`src/rtl/dsv_pkg.sv`:
```
// Shared types and constants for the date string validator.
// No dependencies; every other file of the block imports this package.
package dsv_pkg;

   // Field widths
   localparam int CHAR_W  = 8;
   localparam int YEAR_W  = 14;
   localparam int MONTH_W = 7;
   localparam int DAY_W   = 7;
   localparam int CMON_W  = 4;
   localparam int DIGIT_W = 4;
   localparam int COUNT_W = 3;
   localparam int PAIR_W  = 7;

   // Control/status register port
   localparam int CSR_IDX_W  = 2;
   localparam int CSR_DATA_W = 14;

   typedef enum logic [CSR_IDX_W-1:0] {
      CSR_CURRENT_YEAR  = 2'd0,
      CSR_CURRENT_MONTH = 2'd1,
      CSR_MIN_YEAR      = 2'd2,
      CSR_UNUSED        = 2'd3
   } csr_index_type;

   localparam logic [YEAR_W-1:0] CURRENT_YEAR_RESET  = 14'd2000;
   localparam logic [CMON_W-1:0] CURRENT_MONTH_RESET = 4'd1;
   localparam logic [YEAR_W-1:0] MIN_YEAR_RESET      = 14'd2000;

   // Characters
   localparam logic [CHAR_W-1:0] CHAR_ZERO = 8'h30;
   localparam logic [CHAR_W-1:0] CHAR_NINE = 8'h39;
   localparam logic [CHAR_W-1:0] CHAR_DASH = 8'h2D;

   // Segment codes of the parser
   localparam logic [1:0] SEG_YEAR  = 2'd0;
   localparam logic [1:0] SEG_MONTH = 2'd1;
   localparam logic [1:0] SEG_DAY   = 2'd2;

   localparam logic [COUNT_W-1:0] YEAR_DIGITS  = 3'd4;
   localparam logic [COUNT_W-1:0] FIELD_DIGITS = 3'd2;
   localparam logic [COUNT_W-1:0] COUNT_MAX    = 3'd7;

   // Calendar constants
   localparam logic [MONTH_W-1:0] MONTH_FEB = 7'd2;
   localparam logic [MONTH_W-1:0] MONTH_APR = 7'd4;
   localparam logic [MONTH_W-1:0] MONTH_JUN = 7'd6;
   localparam logic [MONTH_W-1:0] MONTH_SEP = 7'd9;
   localparam logic [MONTH_W-1:0] MONTH_NOV = 7'd11;
   localparam logic [MONTH_W-1:0] MONTH_MAX = 7'd12;
   localparam logic [DAY_W-1:0]   DAYS_31   = 7'd31;
   localparam logic [DAY_W-1:0]   DAYS_30   = 7'd30;
   localparam logic [DAY_W-1:0]   DAYS_29   = 7'd29;
   localparam logic [DAY_W-1:0]   DAYS_28   = 7'd28;

   // Queue between parser and checker
   localparam int QUEUE_DEPTH = 2;
   localparam int QPTR_W      = $clog2(QUEUE_DEPTH);
   localparam int QCNT_W      = $clog2(QUEUE_DEPTH + 1);

   // One parsed string, handed from parser to checker
   typedef struct packed {
      logic               format_ok;
      logic               leap;
      logic [YEAR_W-1:0]  year;
      logic [MONTH_W-1:0] month;
      logic [DAY_W-1:0]   day;
   } parsed_type;

   // Limits programmed through the register port
   typedef struct packed {
      logic [YEAR_W-1:0] current_year;
      logic [CMON_W-1:0] current_month;
      logic [YEAR_W-1:0] min_year;
   } limits_type;

endpackage

```
`src/rtl/dsv_if.sv`:
```
// Channel interfaces of the date string validator: request, response, register write.
// Depends on dsv_pkg for field widths.
interface dsv_req_if;
   import dsv_pkg::*;
   logic              valid;
   logic              ready;
   logic [CHAR_W-1:0] char_code;
   logic              last;

   modport source (output valid, output char_code, output last, input ready);
   modport sink   (input valid, input char_code, input last, output ready);
endinterface

interface dsv_rsp_if;
   import dsv_pkg::*;
   logic               valid;
   logic               ready;
   logic               format_ok;
   logic               date_valid;
   logic [YEAR_W-1:0]  year_out;
   logic [MONTH_W-1:0] month_out;
   logic [DAY_W-1:0]   day_out;

   modport source (output valid, output format_ok, output date_valid, output year_out,
                   output month_out, output day_out, input ready);
   modport sink   (input valid, input format_ok, input date_valid, input year_out,
                   input month_out, input day_out, output ready);
endinterface

interface dsv_csr_if;
   import dsv_pkg::*;
   logic                  valid;
   logic                  ready;
   logic [CSR_IDX_W-1:0]  reg_index;
   logic [CSR_DATA_W-1:0] wr_data;

   modport source (output valid, output reg_index, output wr_data, input ready);
   modport sink   (input valid, input reg_index, input wr_data, output ready);
endinterface

```
`src/rtl/dsv_front.sv`:
```
// Character parser: checks the YYYY-M(M)-D(D) form and accumulates the fields.
// Depends on dsv_pkg and dsv_req_if; pushes one parsed word per string into the queue.
module dsv_front (
   input  logic                clock,
   input  logic                reset,
   dsv_req_if.sink             req,
   input  logic                q_full,
   output logic                push,
   output dsv_pkg::parsed_type push_data
);
   import dsv_pkg::*;

   logic [1:0]         seg_ff, seg_in;
   logic [COUNT_W-1:0] count_ff, count_in;
   logic [YEAR_W-1:0]  year_ff, year_in;
   logic [MONTH_W-1:0] month_ff, month_in;
   logic [DAY_W-1:0]   day_ff, day_in;
   logic               bad_ff, bad_in;
   logic [DIGIT_W-1:0] prev_ff, prev_in;
   logic [PAIR_W-1:0]  hi2_ff, hi2_in;
   logic [PAIR_W-1:0]  lo2_ff, lo2_in;

   logic               accept;
   logic               is_digit;
   logic [DIGIT_W-1:0] digit;
   logic [COUNT_W-1:0] limit;
   logic [PAIR_W-1:0]  pair;
   logic               form;
   logic               leap;

   assign req.ready = !q_full;
   assign accept    = req.valid && req.ready;
   assign is_digit  = (req.char_code >= CHAR_ZERO) && (req.char_code <= CHAR_NINE);
   assign digit     = req.char_code[DIGIT_W-1:0];
   assign limit     = (seg_ff == SEG_YEAR) ? YEAR_DIGITS : FIELD_DIGITS;
   // previous digit and this one, as a two-digit number
   assign pair      = PAIR_W'({prev_ff, 3'b000}) + PAIR_W'({prev_ff, 1'b0}) + PAIR_W'(digit);

   // Advance the parser by one character
   always_comb begin
      seg_in   = seg_ff;
      count_in = count_ff;
      year_in  = year_ff;
      month_in = month_ff;
      day_in   = day_ff;
      bad_in   = bad_ff;
      prev_in  = prev_ff;
      hi2_in   = hi2_ff;
      lo2_in   = lo2_ff;
      if (is_digit) begin
         if (count_ff >= limit) begin
            bad_in = 1'b1;
         end else begin
            unique case (seg_ff)
               SEG_YEAR: begin
                  year_in = YEAR_W'({year_ff, 3'b000}) + YEAR_W'({year_ff, 1'b0})
                            + YEAR_W'(digit);
                  prev_in = digit;
                  if (count_ff == 3'd1) hi2_in = pair;
                  if (count_ff == 3'd3) lo2_in = pair;
               end
               SEG_MONTH: begin
                  month_in = MONTH_W'({month_ff, 3'b000}) + MONTH_W'({month_ff, 1'b0})
                             + MONTH_W'(digit);
               end
               default: begin
                  day_in = DAY_W'({day_ff, 3'b000}) + DAY_W'({day_ff, 1'b0})
                           + DAY_W'(digit);
               end
            endcase
         end
         if (count_ff != COUNT_MAX) count_in = count_ff + 3'd1;
      end else if (req.char_code == CHAR_DASH) begin
         if ((seg_ff == SEG_YEAR && count_ff == YEAR_DIGITS) ||
             (seg_ff == SEG_MONTH && count_ff >= 3'd1 && count_ff <= FIELD_DIGITS)) begin
            seg_in   = seg_ff + 2'd1;
            count_in = '0;
         end else begin
            bad_in = 1'b1;
         end
      end else begin
         bad_in = 1'b1;
      end
   end

   // Form verdict on the final character; a year that ends in 00 is leap by its century
   assign form = !bad_in && (seg_in == SEG_DAY) && (count_in >= 3'd1)
                 && (count_in <= FIELD_DIGITS);
   assign leap = (lo2_ff != '0) ? (lo2_ff[1:0] == 2'b00) : (hi2_ff[1:0] == 2'b00);

   assign push = accept && req.last;
   always_comb begin
      push_data.format_ok = form;
      push_data.leap      = leap;
      push_data.year      = form ? year_in  : '0;
      push_data.month     = form ? month_in : '0;
      push_data.day       = form ? day_in   : '0;
   end

   // Hold parser state; clear it after the final character
   always_ff @(posedge clock) begin
      if (reset) begin
         seg_ff   <= SEG_YEAR;
         count_ff <= '0;
         year_ff  <= '0;
         month_ff <= '0;
         day_ff   <= '0;
         bad_ff   <= 1'b0;
      end else if (accept) begin
         if (req.last) begin
            seg_ff   <= SEG_YEAR;
            count_ff <= '0;
            year_ff  <= '0;
            month_ff <= '0;
            day_ff   <= '0;
            bad_ff   <= 1'b0;
         end else begin
            seg_ff   <= seg_in;
            count_ff <= count_in;
            year_ff  <= year_in;
            month_ff <= month_in;
            day_ff   <= day_in;
            bad_ff   <= bad_in;
         end
      end
   end

   // Year digit history for the leap test
   always_ff @(posedge clock) begin
      if (accept) begin
         prev_ff <= prev_in;
         hi2_ff  <= hi2_in;
         lo2_ff  <= lo2_in;
      end
   end

endmodule

```
`src/rtl/dsv_queue.sv`:
```
// Two-entry queue of parsed words between the parser and the checker.
// Depends on dsv_pkg for parsed_type and the queue sizing.
module dsv_queue (
   input  logic                clock,
   input  logic                reset,
   input  logic                push,
   input  dsv_pkg::parsed_type push_data,
   output logic                full,
   input  logic                pop,
   output logic                not_empty,
   output dsv_pkg::parsed_type pop_data
);
   import dsv_pkg::*;

   parsed_type        mem_ff [QUEUE_DEPTH];
   logic [QPTR_W-1:0] wr_ptr_ff;
   logic [QPTR_W-1:0] rd_ptr_ff;
   logic [QCNT_W-1:0] count_ff, count_in;

   assign full      = (count_ff == QCNT_W'(QUEUE_DEPTH));
   assign not_empty = (count_ff != '0);
   assign pop_data  = mem_ff[rd_ptr_ff];

   always_comb begin
      count_in = count_ff;
      if (push && !pop) count_in = count_ff + QCNT_W'(1);
      if (pop && !push) count_in = count_ff - QCNT_W'(1);
   end

   // Store pushed words
   always_ff @(posedge clock) begin
      if (push) mem_ff[wr_ptr_ff] <= push_data;
   end

   // Advance pointers and fill count
   always_ff @(posedge clock) begin
      if (reset) begin
         wr_ptr_ff <= '0;
         rd_ptr_ff <= '0;
         count_ff  <= '0;
      end else begin
         if (push) wr_ptr_ff <= wr_ptr_ff + QPTR_W'(1);
         if (pop)  rd_ptr_ff <= rd_ptr_ff + QPTR_W'(1);
         count_ff <= count_in;
      end
   end

   a_no_overflow: assert property (@(posedge clock) disable iff (reset)
      !(push && full && !pop))
      else $error("queue push while full");

   a_no_underflow: assert property (@(posedge clock) disable iff (reset)
      !(pop && !not_empty))
      else $error("queue pop while empty");

   a_count_step: assert property (@(posedge clock) disable iff (reset)
      (push && !pop) |=> (count_ff == $past(count_ff) + QCNT_W'(1)))
      else $error("queue count did not follow push");

endmodule

```
`src/rtl/dsv_back.sv`:
```
// Calendar and limit checker with the registered response stage.
// Depends on dsv_pkg and dsv_rsp_if; takes parsed words from the queue.
module dsv_back (
   input  logic                clock,
   input  logic                reset,
   input  logic                q_not_empty,
   input  dsv_pkg::parsed_type q_data,
   output logic                pop,
   input  dsv_pkg::limits_type limits,
   dsv_rsp_if.source           rsp
);
   import dsv_pkg::*;

   logic               valid_ff;
   logic               fmt_ff;
   logic               date_ok_ff, date_ok_in;
   logic [YEAR_W-1:0]  year_ff;
   logic [MONTH_W-1:0] month_ff;
   logic [DAY_W-1:0]   day_ff;
   logic [DAY_W-1:0]   day_limit;
   logic               year_ok;
   logic               month_ok;

   // Days allowed in the parsed month
   always_comb begin
      case (q_data.month) inside
         MONTH_FEB:                                  day_limit = q_data.leap ? DAYS_29 : DAYS_28;
         MONTH_APR, MONTH_JUN, MONTH_SEP, MONTH_NOV: day_limit = DAYS_30;
         default:                                    day_limit = DAYS_31;
      endcase
   end

   assign year_ok  = (q_data.year <= limits.current_year) && (q_data.year >= limits.min_year);
   assign month_ok = (q_data.month >= 7'd1) && (q_data.month <= MONTH_MAX) &&
                     !((q_data.year == limits.current_year) &&
                       (q_data.month > MONTH_W'(limits.current_month)));
   assign date_ok_in = q_data.format_ok && year_ok && month_ok &&
                       (q_data.day >= 7'd1) && (q_data.day <= day_limit);

   // Take a word whenever the output register is free or being drained
   assign pop = q_not_empty && (!valid_ff || rsp.ready);

   always_ff @(posedge clock) begin
      if (reset) begin
         valid_ff <= 1'b0;
      end else if (pop) begin
         valid_ff <= 1'b1;
      end else if (rsp.ready) begin
         valid_ff <= 1'b0;
      end
   end

   always_ff @(posedge clock) begin
      if (pop) begin
         fmt_ff     <= q_data.format_ok;
         date_ok_ff <= date_ok_in;
         year_ff    <= q_data.year;
         month_ff   <= q_data.month;
         day_ff     <= q_data.day;
      end
   end

   assign rsp.valid      = valid_ff;
   assign rsp.format_ok  = fmt_ff;
   assign rsp.date_valid = date_ok_ff;
   assign rsp.year_out   = year_ff;
   assign rsp.month_out  = month_ff;
   assign rsp.day_out    = day_ff;

   a_valid_needs_form: assert property (@(posedge clock) disable iff (reset)
      (valid_ff && date_ok_ff) |-> fmt_ff)
      else $error("date valid without good form");

   a_bad_form_zero: assert property (@(posedge clock) disable iff (reset)
      (valid_ff && !fmt_ff) |-> (year_ff == '0 && month_ff == '0 && day_ff == '0))
      else $error("fields not cleared on bad form");

   a_load_on_pop: assert property (@(posedge clock) disable iff (reset)
      pop |=> valid_ff)
      else $error("response not loaded after pop");

endmodule

```
`src/rtl/date_string_validator_unit.sv`:
```
// Top level of the date string validator: register port, parser, queue and checker.
// Depends on dsv_pkg, the channel interfaces, dsv_front, dsv_queue and dsv_back.
//
// The block takes one character per cycle on the request channel and checks the text
// against YYYY-M(M)-D(D); on the character flagged last it returns one response with the
// form verdict, the parsed year, month and day (zero on a bad form) and the calendar
// verdict against the programmed limits (min_year, current_year, current_month). The
// parser accepts a character every cycle while its two-entry result queue has room; the
// final character's word is pushed into the queue and then into the response register
// once that is free; a full queue under response back-pressure stalls the request side.
// Registers are written through the csr channel, which is always ready; indexes past
// min_year are ignored. Write the registers only while no string is in flight.
module date_string_validator_unit (
   input  logic       clock,
   input  logic       reset,
   dsv_req_if.sink    req_chan,
   dsv_rsp_if.source  rsp_chan,
   dsv_csr_if.sink    csr_chan
);
   import dsv_pkg::*;

   limits_type limits_ff;
   parsed_type push_data;
   parsed_type pop_data;
   logic       push;
   logic       pop;
   logic       q_full;
   logic       q_not_empty;

   // Register writes
   assign csr_chan.ready = 1'b1;

   always_ff @(posedge clock) begin
      if (reset) begin
         limits_ff.current_year  <= CURRENT_YEAR_RESET;
         limits_ff.current_month <= CURRENT_MONTH_RESET;
         limits_ff.min_year      <= MIN_YEAR_RESET;
      end else if (csr_chan.valid && csr_chan.ready) begin
         unique case (csr_index_type'(csr_chan.reg_index))
            CSR_CURRENT_YEAR:  limits_ff.current_year  <= YEAR_W'(csr_chan.wr_data);
            CSR_CURRENT_MONTH: limits_ff.current_month <= csr_chan.wr_data[CMON_W-1:0];
            CSR_MIN_YEAR:      limits_ff.min_year      <= YEAR_W'(csr_chan.wr_data);
            default: ;
         endcase
      end
   end

   dsv_front u_front (
      .clock     (clock),
      .reset     (reset),
      .req       (req_chan),
      .q_full    (q_full),
      .push      (push),
      .push_data (push_data)
   );

   dsv_queue u_queue (
      .clock     (clock),
      .reset     (reset),
      .push      (push),
      .push_data (push_data),
      .full      (q_full),
      .pop       (pop),
      .not_empty (q_not_empty),
      .pop_data  (pop_data)
   );

   dsv_back u_back (
      .clock       (clock),
      .reset       (reset),
      .q_not_empty (q_not_empty),
      .q_data      (pop_data),
      .pop         (pop),
      .limits      (limits_ff),
      .rsp         (rsp_chan)
   );

endmodule
```
`src/flat_wrapper.sv`:
```
// flat-port wrapper written by rule: the top's interface ports become plain ports
module date_string_validator_unit_flat import dsv_pkg::*;
  (clock, reset, req_chan_valid, req_chan_char_code, req_chan_last, req_chan_ready, rsp_chan_valid, rsp_chan_format_ok, rsp_chan_date_valid, rsp_chan_year_out, rsp_chan_month_out, rsp_chan_day_out, rsp_chan_ready, csr_chan_valid, csr_chan_reg_index, csr_chan_wr_data, csr_chan_ready);
  dsv_req_if req_chan_i ();
  dsv_rsp_if rsp_chan_i ();
  dsv_csr_if csr_chan_i ();
  input  logic clock;
  input  logic reset;
  input wire logic [$bits(req_chan_i.valid)-1:0] req_chan_valid;
  input wire logic [$bits(req_chan_i.char_code)-1:0] req_chan_char_code;
  input wire logic [$bits(req_chan_i.last)-1:0] req_chan_last;
  output wire logic [$bits(req_chan_i.ready)-1:0] req_chan_ready;
  output wire logic [$bits(rsp_chan_i.valid)-1:0] rsp_chan_valid;
  output wire logic [$bits(rsp_chan_i.format_ok)-1:0] rsp_chan_format_ok;
  output wire logic [$bits(rsp_chan_i.date_valid)-1:0] rsp_chan_date_valid;
  output wire logic [$bits(rsp_chan_i.year_out)-1:0] rsp_chan_year_out;
  output wire logic [$bits(rsp_chan_i.month_out)-1:0] rsp_chan_month_out;
  output wire logic [$bits(rsp_chan_i.day_out)-1:0] rsp_chan_day_out;
  input wire logic [$bits(rsp_chan_i.ready)-1:0] rsp_chan_ready;
  input wire logic [$bits(csr_chan_i.valid)-1:0] csr_chan_valid;
  input wire logic [$bits(csr_chan_i.reg_index)-1:0] csr_chan_reg_index;
  input wire logic [$bits(csr_chan_i.wr_data)-1:0] csr_chan_wr_data;
  output wire logic [$bits(csr_chan_i.ready)-1:0] csr_chan_ready;
  assign req_chan_i.valid = req_chan_valid;
  assign req_chan_i.char_code = req_chan_char_code;
  assign req_chan_i.last = req_chan_last;
  assign req_chan_ready = req_chan_i.ready;
  assign rsp_chan_valid = rsp_chan_i.valid;
  assign rsp_chan_format_ok = rsp_chan_i.format_ok;
  assign rsp_chan_date_valid = rsp_chan_i.date_valid;
  assign rsp_chan_year_out = rsp_chan_i.year_out;
  assign rsp_chan_month_out = rsp_chan_i.month_out;
  assign rsp_chan_day_out = rsp_chan_i.day_out;
  assign rsp_chan_i.ready = rsp_chan_ready;
  assign csr_chan_i.valid = csr_chan_valid;
  assign csr_chan_i.reg_index = csr_chan_reg_index;
  assign csr_chan_i.wr_data = csr_chan_wr_data;
  assign csr_chan_ready = csr_chan_i.ready;
  date_string_validator_unit u_core (.clock(clock), .reset(reset), .req_chan(req_chan_i), .rsp_chan(rsp_chan_i), .csr_chan(csr_chan_i));
endmodule
```
`config.mk`:
```
export PLATFORM = sky130hd
export DESIGN_NAME = date_string_validator_unit_flat
export DESIGN_NICKNAME = d
export VERILOG_FILES = /design/src/rtl/dsv_pkg.sv /design/src/rtl/dsv_if.sv /design/src/rtl/dsv_front.sv /design/src/rtl/dsv_queue.sv /design/src/rtl/dsv_back.sv /design/src/rtl/date_string_validator_unit.sv /design/src/flat_wrapper.sv
export SDC_FILE = /design/constraint.sdc
export NUM_CORES = 1
export LEC_CHECK = 0
export BUFFER_PORTS_ARGS = -buffer_cell sky130_fd_sc_hd__buf_2
export CAP_MARGIN = 40
export CORE_MARGIN = 5
export CORE_UTILIZATION = 35
export CTS_CLUSTER_SIZE = 8
export DETAILED_ROUTE_END_ITERATION = 8
export SLEW_MARGIN = 40
export SYNTH_ARGS = -nofsm -noshare
export SYNTH_HDL_FRONTEND = slang
export SYNTH_SLANG_ARGS = --single-unit
```
`constraint.sdc`:
```
create_clock -name clock -period 6.85 [get_ports clock]
set_input_delay 1.0275 -clock clock [delete_from_list [all_inputs] [get_ports clock]]
set_output_delay 1.0275 -clock clock [all_outputs]
set_load 0.02 [all_outputs]
```
Word-level counts from Yosys, hierarchy flattened
Memory sizes are Yosys's and may differ from the RTL's. A register that Yosys moved wholly into a read port is not among the register bits.
Index checks and enable logic that the tools add are counted.
{"block": "totals", "register_bits": 114, "ram_bits": 60, "input_bits": 30, "output_inout_bits": 33, "word_cells": 153, "n_memories": 1}
{"block": "op_classes", "add_sub_neg": 14, "magnitude_cmp": 14, "n_eq_ne": 16, "muxes": 42, "bitwise": 1, "n_reduce_logical": 44}
{"memory": "u_core.u_queue.mem_ff", "depth": 2, "width": 30, "rd": 1, "rd_clocked_by_memory_dff": 1, "write_ports": 1, "line": "dsv_queue.sv:15", "text": "parsed_type mem_ff [QUEUE_DEPTH];"}
{"cell": "7-bit 2-to-1 mux", "count": 11}
{"cell": "14-bit 2-to-1 mux", "count": 5}
{"cell": "7-bit by 4-bit adder with 7-bit output", "count": 3}
{"cell": "1-bit logical AND", "count": 20}
{"cell": "3-bit 2-to-1 mux", "count": 6}
{"cell": "14-bit adder", "count": 1}
{"cell": "14-bit by 4-bit adder with 14-bit output", "count": 1}
{"cell": "7-bit adder", "count": 2}
{"cell": "14-bit equality test", "count": 1}
{"cell": "7-bit by 3-bit equality test with 1-bit output (second input constant)", "count": 2}
{"cell": "7-bit by 4-bit equality test with 1-bit output (second input constant)", "count": 2}
{"cell": "14-bit greater-or-equal comparator", "count": 1}
{"cell": "7-bit by 1-bit greater-or-equal comparator with 1-bit output (second input constant)", "count": 2}
{"cell": "14-bit <= comparator", "count": 1}
{"cell": "1-bit 2-to-1 mux", "count": 14}
{"cell": "2-bit 2-to-1 mux", "count": 6}
{"cell": "5-bit AND reduction", "count": 2}
{"cell": "8-bit by 6-bit equality test with 1-bit output (second input constant)", "count": 1}
{"cell": "8-bit by 6-bit greater-or-equal comparator with 1-bit output (second input constant)", "count": 1}
{"cell": "8-bit by 6-bit <= comparator with 1-bit output (second input constant)", "count": 1}
{"cell": "2-bit logical NOT", "count": 4}
{"cell": "7-bit by 5-bit adder with 7-bit output", "count": 1}
{"cell": "7-bit by 2-bit equality test with 1-bit output (second input constant)", "count": 1}
{"cell": "7-bit by 4-bit greater-than comparator with 1-bit output", "count": 1}
{"cell": "24 further kinds", "count": 41}

Logic depth before layout (Yosys ltp)
Gate-level depths: netlist (run 1).
{"block": "logic_depth", "ltp_word": 12, "mapped_depth": 14, "depth_no_buf": 12}

Cells and area by module
Synthesis (run 1) repeated with hierarchy kept, for this count alone.
{"block": "hier_totals", "hier_cells": 844, "hier_area_um2": 9381.5}
{"mod": "dsv_front", "n_inst": 1, "cells_per_inst": 431, "area_each_um2": 3804.9, "seq_area_each_um2": 1071.0}
{"mod": "dsv_queue", "n_inst": 1, "cells_per_inst": 115, "area_each_um2": 2362.3, "seq_area_each_um2": 1901.8}
{"mod": "dsv_back", "n_inst": 1, "cells_per_inst": 171, "area_each_um2": 1916.8, "seq_area_each_um2": 920.9}
{"mod": "date_string_validator_unit", "n_inst": 1, "cells_per_inst": 127, "area_each_um2": 1297.5, "seq_area_each_um2": 640.6}

Worst setup path after synthesis (run 1)
Ideal clock, no wire load.
{"block": "synth_timing", "path_type": "input to register", "from": "input port req_chan_char_code[3]", "to": "memory u_core.u_queue.mem_ff[0][27] in the netlist's numbering (data pin)", "setup_time_ns": 0.264, "arrival_ns": 3.113, "t_required_ns": 6.586, "slack_ns": 3.473, "stages": 10, "n_path_buf": 0, "path_cell_list": "inv_1 -> fa_1 -> inv_1 -> ha_1 -> a211oi_1 -> o211a_1 -> nor3b_1 -> a311o_1 -> o21ai_0 -> a21oi_1"}
{"element": "start, declared", "line": "flat_wrapper.sv:10", "text": "input wire logic [$bits(req_chan_i.char_code)-1:0] req_chan_char_code;"}
{"element": "end, declared", "line": "dsv_queue.sv:15"}

==> results of run 1 <==
==> registers in the layout (all words and copies together) (netlist names), 2 cells and up, named ones only <==
register                     count
u_core.u_queue.mem_ff           60
u_core.u_back.rsp.month_out      7
u_core.u_queue.count_ff          2
u_core.u_front.day_ff            7
u_core.limits_ff                32
u_core.u_front.hi2_ff            2
u_core.u_front.month_ff          7
u_core.u_front.seg_ff            2
u_core.u_front.year_ff          14
u_core.u_back.rsp.year_out      14
u_core.u_back.rsp.day_out        7
u_core.u_front.lo2_ff            7
u_core.u_front.count_ff          3
u_core.u_front.prev_ff           4
==> cell usage in the layout (no fill, tap or decap), types with 5 or more instances in the layout <==
cell type / synthesis / routed
buf_2: 7 / 61
nor3_1: 11 / 11
o211ai_1: 16 / 16
and2_1: 5 / 5
o21ai_0: 19 / 19
mux2i_1: 18 / 18
xor2_1: 7 / 7
xnor2_1: 21 / 21
nand3_1: 15 / 15
and3_1: 5 / 5
ha_1: 87 / 87
dfxtp_1: 72 / 72
o21a_1: 5 / 5
nand4_1: 6 / 6
or3_1: 5 / 5
a211oi_1: 5 / 5
a21o_1: 10 / 10
nor2b_1: 6 / 6
nor4_1: 7 / 7
nand2_1: 88 / 88
edfxtp_1: 103 / 103
a22oi_1: 16 / 16
inv_1: 59 / 58
clkbuf_16: 0 / 19
a21oi_1: 66 / 66
fa_1: 8 / 8
a31oi_1: 7 / 7
buf_4: 2 / 7
nor2_1: 67 / 66
mux2_2: 24 / 24
==> per-stage QoR <==
step | power, W | hold WS (ns) | worst slack (ns)
global placement | 0.00207 | 0.442 | 2.94
detailed placement | 0.00208 | 0.447 | 2.95
floorplan | 0.00184 | 0.432 | 3.47
CTS | 0.00301 | 0.455 | 3.42
finish | 0.00297 | 0.454 | 3.43
global route | 0.00313 | 0.473 | 3.26
==> Yosys cell counts, types with 3 or more instances <==
master and instances:
edfxtp_1 103, nand2_1 88, ha_1 87, dfxtp_1 72, nor2_1 67, a21oi_1 66, inv_1 59, mux2_2 24
xnor2_1 21, clkbuf_1 19, o21ai_0 19, mux2i_1 18, a22oi_1 16, o211ai_1 16, nand3_1 15, nor3_1 11
a21o_1 10, fa_1 8, a31oi_1 7, buf_2 7, nor4_1 7, xor2_1 7, nand4_1 6, nor2b_1 6
a211oi_1 5, and2_1 5, and3_1 5, o21a_1 5, or3_1 5, a32oi_1 4, nand2b_1 4, nor3b_1 4
a32o_1 3, nand3b_1 3, o211a_1 3
==> metal layers <==
| metal | vias up | share of wire |
|---|---|---|
| met2 | 113 | 0.46 |
| met3 | 30 | 0.038 |
| met1 | 3022 | 0.48 |
| met4 | 0 | 0.020 |
| li1 | 3167 | - |
| met5 | - | 0 |
==> layout make-up <==
cell class / instances / share of cell area
repair buffers: 68 / 0.0347
multi-input cells: 578 / 0.408
inverters: 59 / 0.0214
clock inverters: 8 / 0.00509
flip-flops and latches: 175 / 0.439
clock buffers: 24 / 0.0508
well taps: 335 / 0.0406
==> critical path, cell delays in order <==
cell	delay [ns]
buf_2	0.23
inv_1	0.10
fa_1	0.59
inv_1	0.05
ha_1	0.31
a211oi_1	0.28
o211a_1	0.26
nor3b_1	0.08
a311o_1	0.38
o21ai_0	0.17
a21oi_1	0.09
==> power by group through the flow <==
| stage | clock (W) | combinational [W] | sequential (W) |
|---|---|---|---|
| 2_1_floorplan | 0 | 0.000406 | 0.00144 |
| 3_3_place_gp | 0 | 0.000723 | 0.00135 |
| 3_5_place_dp | 0 | 0.000729 | 0.00135 |
| 4_1_cts | 0.000947 | 0.000733 | 0.00133 |
| 5_1_grt | 0.000995 | 0.000797 | 0.00134 |
| 6_report | 0.000923 | 0.000722 | 0.00133 |
==> worst min path at each step <==
stage	startpoint	to	slack [ns]	cells after the start
floorplan	u_core.u_front.year_ff[13]	u_core.u_front.year_ff[13]	0.43	2
global placement	u_core.limits_ff[21]	u_core.limits_ff[21]	0.44	2
detailed placement	u_core.limits_ff[19]	u_core.limits_ff[19]	0.45	2
CTS	u_core.limits_ff[19]	u_core.limits_ff[19]	0.45	2
global route	u_core.limits_ff[2]	u_core.limits_ff[2]	0.47	2
finish	u_core.limits_ff[19]	u_core.limits_ff[19]	0.45	2
==> logic make-up after synthesis <==
logic type      count (synthesis)  synth area share
mux                            42            0.0495
compound gates                170             0.120
flops                         175             0.499
simple gates                  242             0.128
buf+inv                        88            0.0389
fa+ha+maj                      95             0.137
xor+xnor                       28            0.0270
other cells                     1          0.000412
==> flow_summary.json, run 1 <==
{
  "floorplan.die.height_um": 171,
  "grt_pass1_vias": 6196,
  "power_switching_w": 0.000900,
  "final_hold_violating_endpoints": 0,
  "static-leakage-power_nw": 4.06,
  "power.density_cell_area_nw_per_um2": 288,
  "cts.hold.buffers_added": 0,
  "cts-htree-levels": 4,
  "setup_repair_after_global_routing_missed_its_margin": "no",
  "post_synthesis_instance_area_um2": 9090,
  "cts_resized": 0,
  "stdcell_count": 1247,
  "antenna_cells": 0,
  "clk_pin_slew_ns": 0.07,
  "clock_latency_reported_for_the_late_side_of_the_worst_skew_pair_ns": 0.43,
  "synth_edf_count": 103,
  "clock-root-buffer": "clkbuf_16",
  "total_placed_cells_including_tap_cells": 1215,
  "p_seq_frac": 0.446,
  "total_clock_buffers_created_by_cts": 17,
  "asr_flop_ratio_synth": 0,
  "place.port_buffers": 61,
  "post_drt_via_cell_ratio": 5.08,
  "critPathArrivalTime_ns": 3.58,
  "wl_per_cell_um": 15.9,
  "gr-max-usage-layer": "met2",
  "worstSetupEndpoint": "u_core.u_queue.mem_ff[1][27]",
  "syn_avg_cell_area_um2": 10.8,
  "multiInputGateArea_um2": 4220,
  "finalCritPeriodShare": 0.499,
  "critical_path_required_ns": 7.02,
  "layout.core_utilization": 0.400,
  "fraction_of_layout_instances_using_a_drive_strength_above_1": 0.147,
  "hold_path_class": "reg -> reg",
  "critical_path_peak_fanout": 7,
  "post-synth-top-area-cell": "edfxtp_1",
  "post-synth-top-area-fraction": 0.340,
  "irDropWorstVdd_mv": 0.185,
  "grt_use_met1": 0.189,
  "final_max_slew_viol_count": 0,
  "fillerInstances": 2456,
  "drt_pass1_iterations": 5,
  "startpoint_type": "input pin",
  "die_area_um2": 29300,
  "power.share.switching": 0.303,
  "finalSetupViolCount": 0,
  "initial_utilization": 0.352,
  "flow.area_growth_from_synthesis_pct": 13.6,
  "ant_nets": 0,
  "synth.yosys.warnings": 0,
  "slew_at_the_pin_closest_to_its_max_slew_limit_ns": 0.762,
  "main_flop_type_after_synthesis": "edfxtp_1",
  "timing.rr.end": "u_core.u_back.rsp.date_valid",
  "via_count": 6332,
  "post_synth_main_area_contributors": "edfxtp_1 34%, dfxtp_1 16%, ha_1 12%",
  "met3_usage": 0.0278,
  "combPwrFrac": 0.243,
  "internal-power_w": 0.00207,
  "cts.sink_count": 175,
  "wl_um": 19900,
  "timing.setup.tns_ns": 0,
  "drt_iter0_markers": 286,
  "post_cts_buffers": 0,
  "cap_viol_max_count": 0,
  "timing.reg2reg.setup_slack_ns": 3.60,
  "grt_first_pass_wirelength_um": 32300,
  "grt_max_degree": 56,
  "place_hpwl_um": 14600,
  "finalWorstPathRequiredPeriod_ns": 3.42,
  "final_net_count": 1024,
  "place.gp.congestion": 0.836,
  "post_detailed_route_drc_marker_count": 0,
  "met2_usage": 0.221,
  "top_level_ports": 63,
  "std_cell_rows": 59,
  "mappedNetlistNets": 966,
  "die_width_um": 171,
  "run_status": "finished clean",
  "power_frac_clock": 0.311,
  "netlist-cell-type-count": 63,
  "ff_latch_area_um2": 4530,
  "place_area_um2": 9750,
  "r2r.worst_path.cells": 11,
  "synth-seq-area-share": 0.499,
  "cp-startpoint": "req_chan_char_code[3]",
  "placeableCoreArea_um2": 25800,
  "cts_tree": "built",
  "postSynthRegisterBits": 175,
  "max_slew_margin": 0.492,
  "postSynthCellCount": 841,
  "global_route.overflow_total": 0,
  "finalInstanceArea_um2": 10300,
  "clk_path_buf_depth": 2,
  "maxClockFrequency_ghz": 0.292,
  "initial_antenna_violation_count": 0,
  "end_kind": "flop",
  "final.setup_skew_ns": 0.0109,
  "critPathKind": "in -> reg",
  "grt_use_total": 0.139
}
Power figures use the tool's default switching activity.
==> inputs of run 2 (changes only) <==
==> constraint.sdc (replaced) <==
create_clock -name clock -period 3.32 [get_ports clock]
set_input_delay 0.498 -clock clock [delete_from_list [all_inputs] [get_ports clock]]
set_output_delay 0.498 -clock clock [all_outputs]
set_load 0.02 [all_outputs]
==> run 2 against run 1 <==
Sequential power rose by 100%; global-route usage rose by 0.12 points; clock-buffer cell count fell by 5; die area did not move; highest routed layer unchanged; critical path depth fell by 1; register-to-register slack got worse by 3.2 ns.
==> flow_summary.json, run 2 (same netlist as run 1, synthesis figures left out) <==
{
  "stdcell_count": 1255,
  "critPathKind": "reg -> reg",
  "ant_nets": 0,
  "critPathArrivalTime_ns": 3.12,
  "cts_resized": 0,
  "internal-power_w": 0.00429,
  "grt_use_total": 0.140,
  "timing.reg2reg.setup_slack_ns": 0.37,
  "power.density_cell_area_nw_per_um2": 597,
  "final_max_slew_viol_count": 0,
  "final.setup_skew_ns": 0.00833,
  "hold_depth": 3,
  "drt_iter0_markers": 387,
  "slew_at_the_pin_closest_to_its_max_slew_limit_ns": 0.712,
  "clock_latency_reported_for_the_late_side_of_the_worst_skew_pair_ns": 0.43,
  "layout.core_utilization": 0.402,
  "cts.sink_count": 175,
  "power.total_w": 0.00621,
  "place_hpwl_um": 14600,
  "critical_path_peak_fanout": 4,
  "min_to": "u_core.limits_ff[28]",
  "grt_first_pass_wirelength_um": 32400,
  "regToRegStartpoint": "u_core.u_front.year_ff[0]",
  "post_detailed_route_drc_marker_count": 0,
  "registers.top_by_ff_count": "u_core.u_queue.mem_ff",
  "post_cts_buffers": 0,
  "irDropWorstVdd_mv": 0.410,
  "total_clock_buffers_created_by_cts": 17,
  "initial_utilization": 0.352,
  "cell_with_the_largest_stage_delay_on_the_worst_path": "fa_1",
  "combPwrFrac": 0.245,
  "met2_usage": 0.226,
  "wl_per_cell_um": 15.8,
  "end_kind": "flop",
  "top_level_ports": 63,
  "final_hold_violating_endpoints": 0,
  "timing.critical_path.cells": "inv_1 > fa_1 > inv_1 > ha_1 > a211oi_1 > o211a_1 > nor3b_1 > a311o_1 > o21ai_0 > a21oi_1",
  "slowest_delay_ns": 0.56,
  "max_slew_margin": 0.520,
  "startpoint_type": "flop",
  "die_width_um": 171,
  "hold_path_class": "in -> reg",
  "biggestRegsByFlops": "u_core.u_queue.mem_ff (60), u_core.limits_ff (32)",
  "mostFrequentLayoutCell": "edfxtp_1",
  "post_drt_via_cell_ratio": 5.03,
  "largest_register_ffs": 60,
  "r2r.worst_path.cells": 10,
  "placeableCoreArea_um2": 25800,
  "cap_viol_max_count": 0,
  "clk_path_buf_depth": 2,
  "cts-htree-levels": 4,
  "placement.setup.worst_slack_ns": 0.106,
  "final_net_count": 1032,
  "cpMostUsedCell": "inv_1",
  "finalSetupViolCount": 0,
  "run_status": "finished clean",
  "antenna_cells": 0,
  "power.share.switching": 0.309,
  "clock-root-buffer": "clkbuf_16",
  "met3_usage": 0.0257,
  "power_switching_w": 0.00192,
  "cts_tree": "built",
  "timing.setup.tns_ns": 0,
  "cts.hold.buffers_added": 0,
  "setup_repair_after_global_routing_missed_its_margin": "no",
  "power_frac_clock": 0.318,
  "timing.rr.end": "u_core.u_queue.mem_ff[1][27]",
  "place.gp.congestion": 0.857,
  "static-leakage-power_nw": 4.10,
  "flow.area_growth_from_synthesis_pct": 14.3,
  "p_seq_frac": 0.436,
  "std_cell_rows": 59,
  "fraction_of_layout_instances_using_a_drive_strength_above_1": 0.155,
  "die_area_um2": 29300,
  "place.port_buffers": 61,
  "initial_antenna_violation_count": 0,
  "wl_um": 19900,
  "grt_use_met1": 0.186,
  "maxClockFrequency_ghz": 0.339,
  "global_route.overflow_total": 0,
  "floorplan.die.height_um": 171,
  "finalWorstPathRequiredPeriod_ns": 2.95,
  "drt_pass1_iterations": 5,
  "grt_max_degree": 44,
  "via_count": 6312,
  "critical_path_required_ns": 3.50,
  "holdCritStartpoint": "csr_chan_wr_data[10]",
  "grt_pass1_vias": 6116,
  "final.setup.worst_slack_ns": 0.372,
  "total_placed_cells_including_tap_cells": 1223,
  "finalCritPeriodShare": 0.888,
  "clk_pin_slew_ns": 0.07,
  "most-common-layout-cells": "103 x edfxtp_1, 88 x nand2_1, 87 x ha_1, 72 x dfxtp_1",
  "gr-max-usage-layer": "met2"
}
## run 2: cell count changes in the layout (fill, tap and decap cells not counted), sizes merged
cell / previous run / this run
clkinv: 7 / 4
buf: 68 / 76
clkinvlp: 1 / 3
clkbuf: 24 / 19
inv: 59 / 64
bufinv: 0 / 1
## run 2: critical path: cells and delay by family, from the launching register on
family / cells / cell delay, ns
compound gates: 5 / 1.25
fa+ha+maj: 2 / 0.86
buf+inv: 2 / 0.14
flops: 1 / 0.37
simple gates: 1 / 0.09
## run 2: layout make-up
cell class,instances,area (µm²)
clock buffer,19,464
tap,335,419
multi-input combinational,578,4210
timing repair buffer,76,418
clock inverter,13,128
fill,2534,15400
sequential,175,4530
inverter,59,221
## run 2: power groups by stage
stage / sequential (W) / combinational [W] / clock [W]
2_1_floorplan: 0.00296 / 0.000838 / 0
3_3_place_gp: 0.00275 / 0.00152 / 0
3_5_place_dp: 0.00276 / 0.00154 / 0
4_1_cts: 0.00272 / 0.00155 / 0.00202
5_1_grt: 0.00274 / 0.00168 / 0.00212
6_report: 0.00271 / 0.00152 / 0.00198
## run 2: how the worst max path moves through the flow
stage	start	endpoint	slack, ns	cells after the start
floorplan	flop	u_core.u_back.rsp.date_valid	0.39	12
global placement	req_chan_char_code[3]	u_core.u_queue.mem_ff[0][27]	0.14	11
global route	u_core.u_front.seg_ff[0]	u_core.u_front.lo2_ff[4]	0.09	9
finish	u_core.u_front.year_ff[0]	u_core.u_queue.mem_ff[1][27]	0.37	10
CTS	u_core.u_front.seg_ff[0]	u_core.u_front.lo2_ff[3]	0.36	9
detailed placement	req_chan_char_code[3]	u_core.u_queue.mem_ff[0][27]	0.11	11
## run 2: per-stage QoR
step	area (µm²)	hold slack, ns
finish	10400	0.311
global placement	9800	0.443
global route	10400	0.302
floorplan	9090	0.432
detailed placement	9800	0.445
CTS	10400	0.296
## run 2: routing by layer
| layer | vias up | wire (µm) |
|---|---|---|
| met1 | 2998 | 9350 |
| met2 | 106 | 9220 |
| met3 | 34 | 731 |
| met5 | - | 0 |
| met4 | 0 | 568 |
| li1 | 3174 | - |
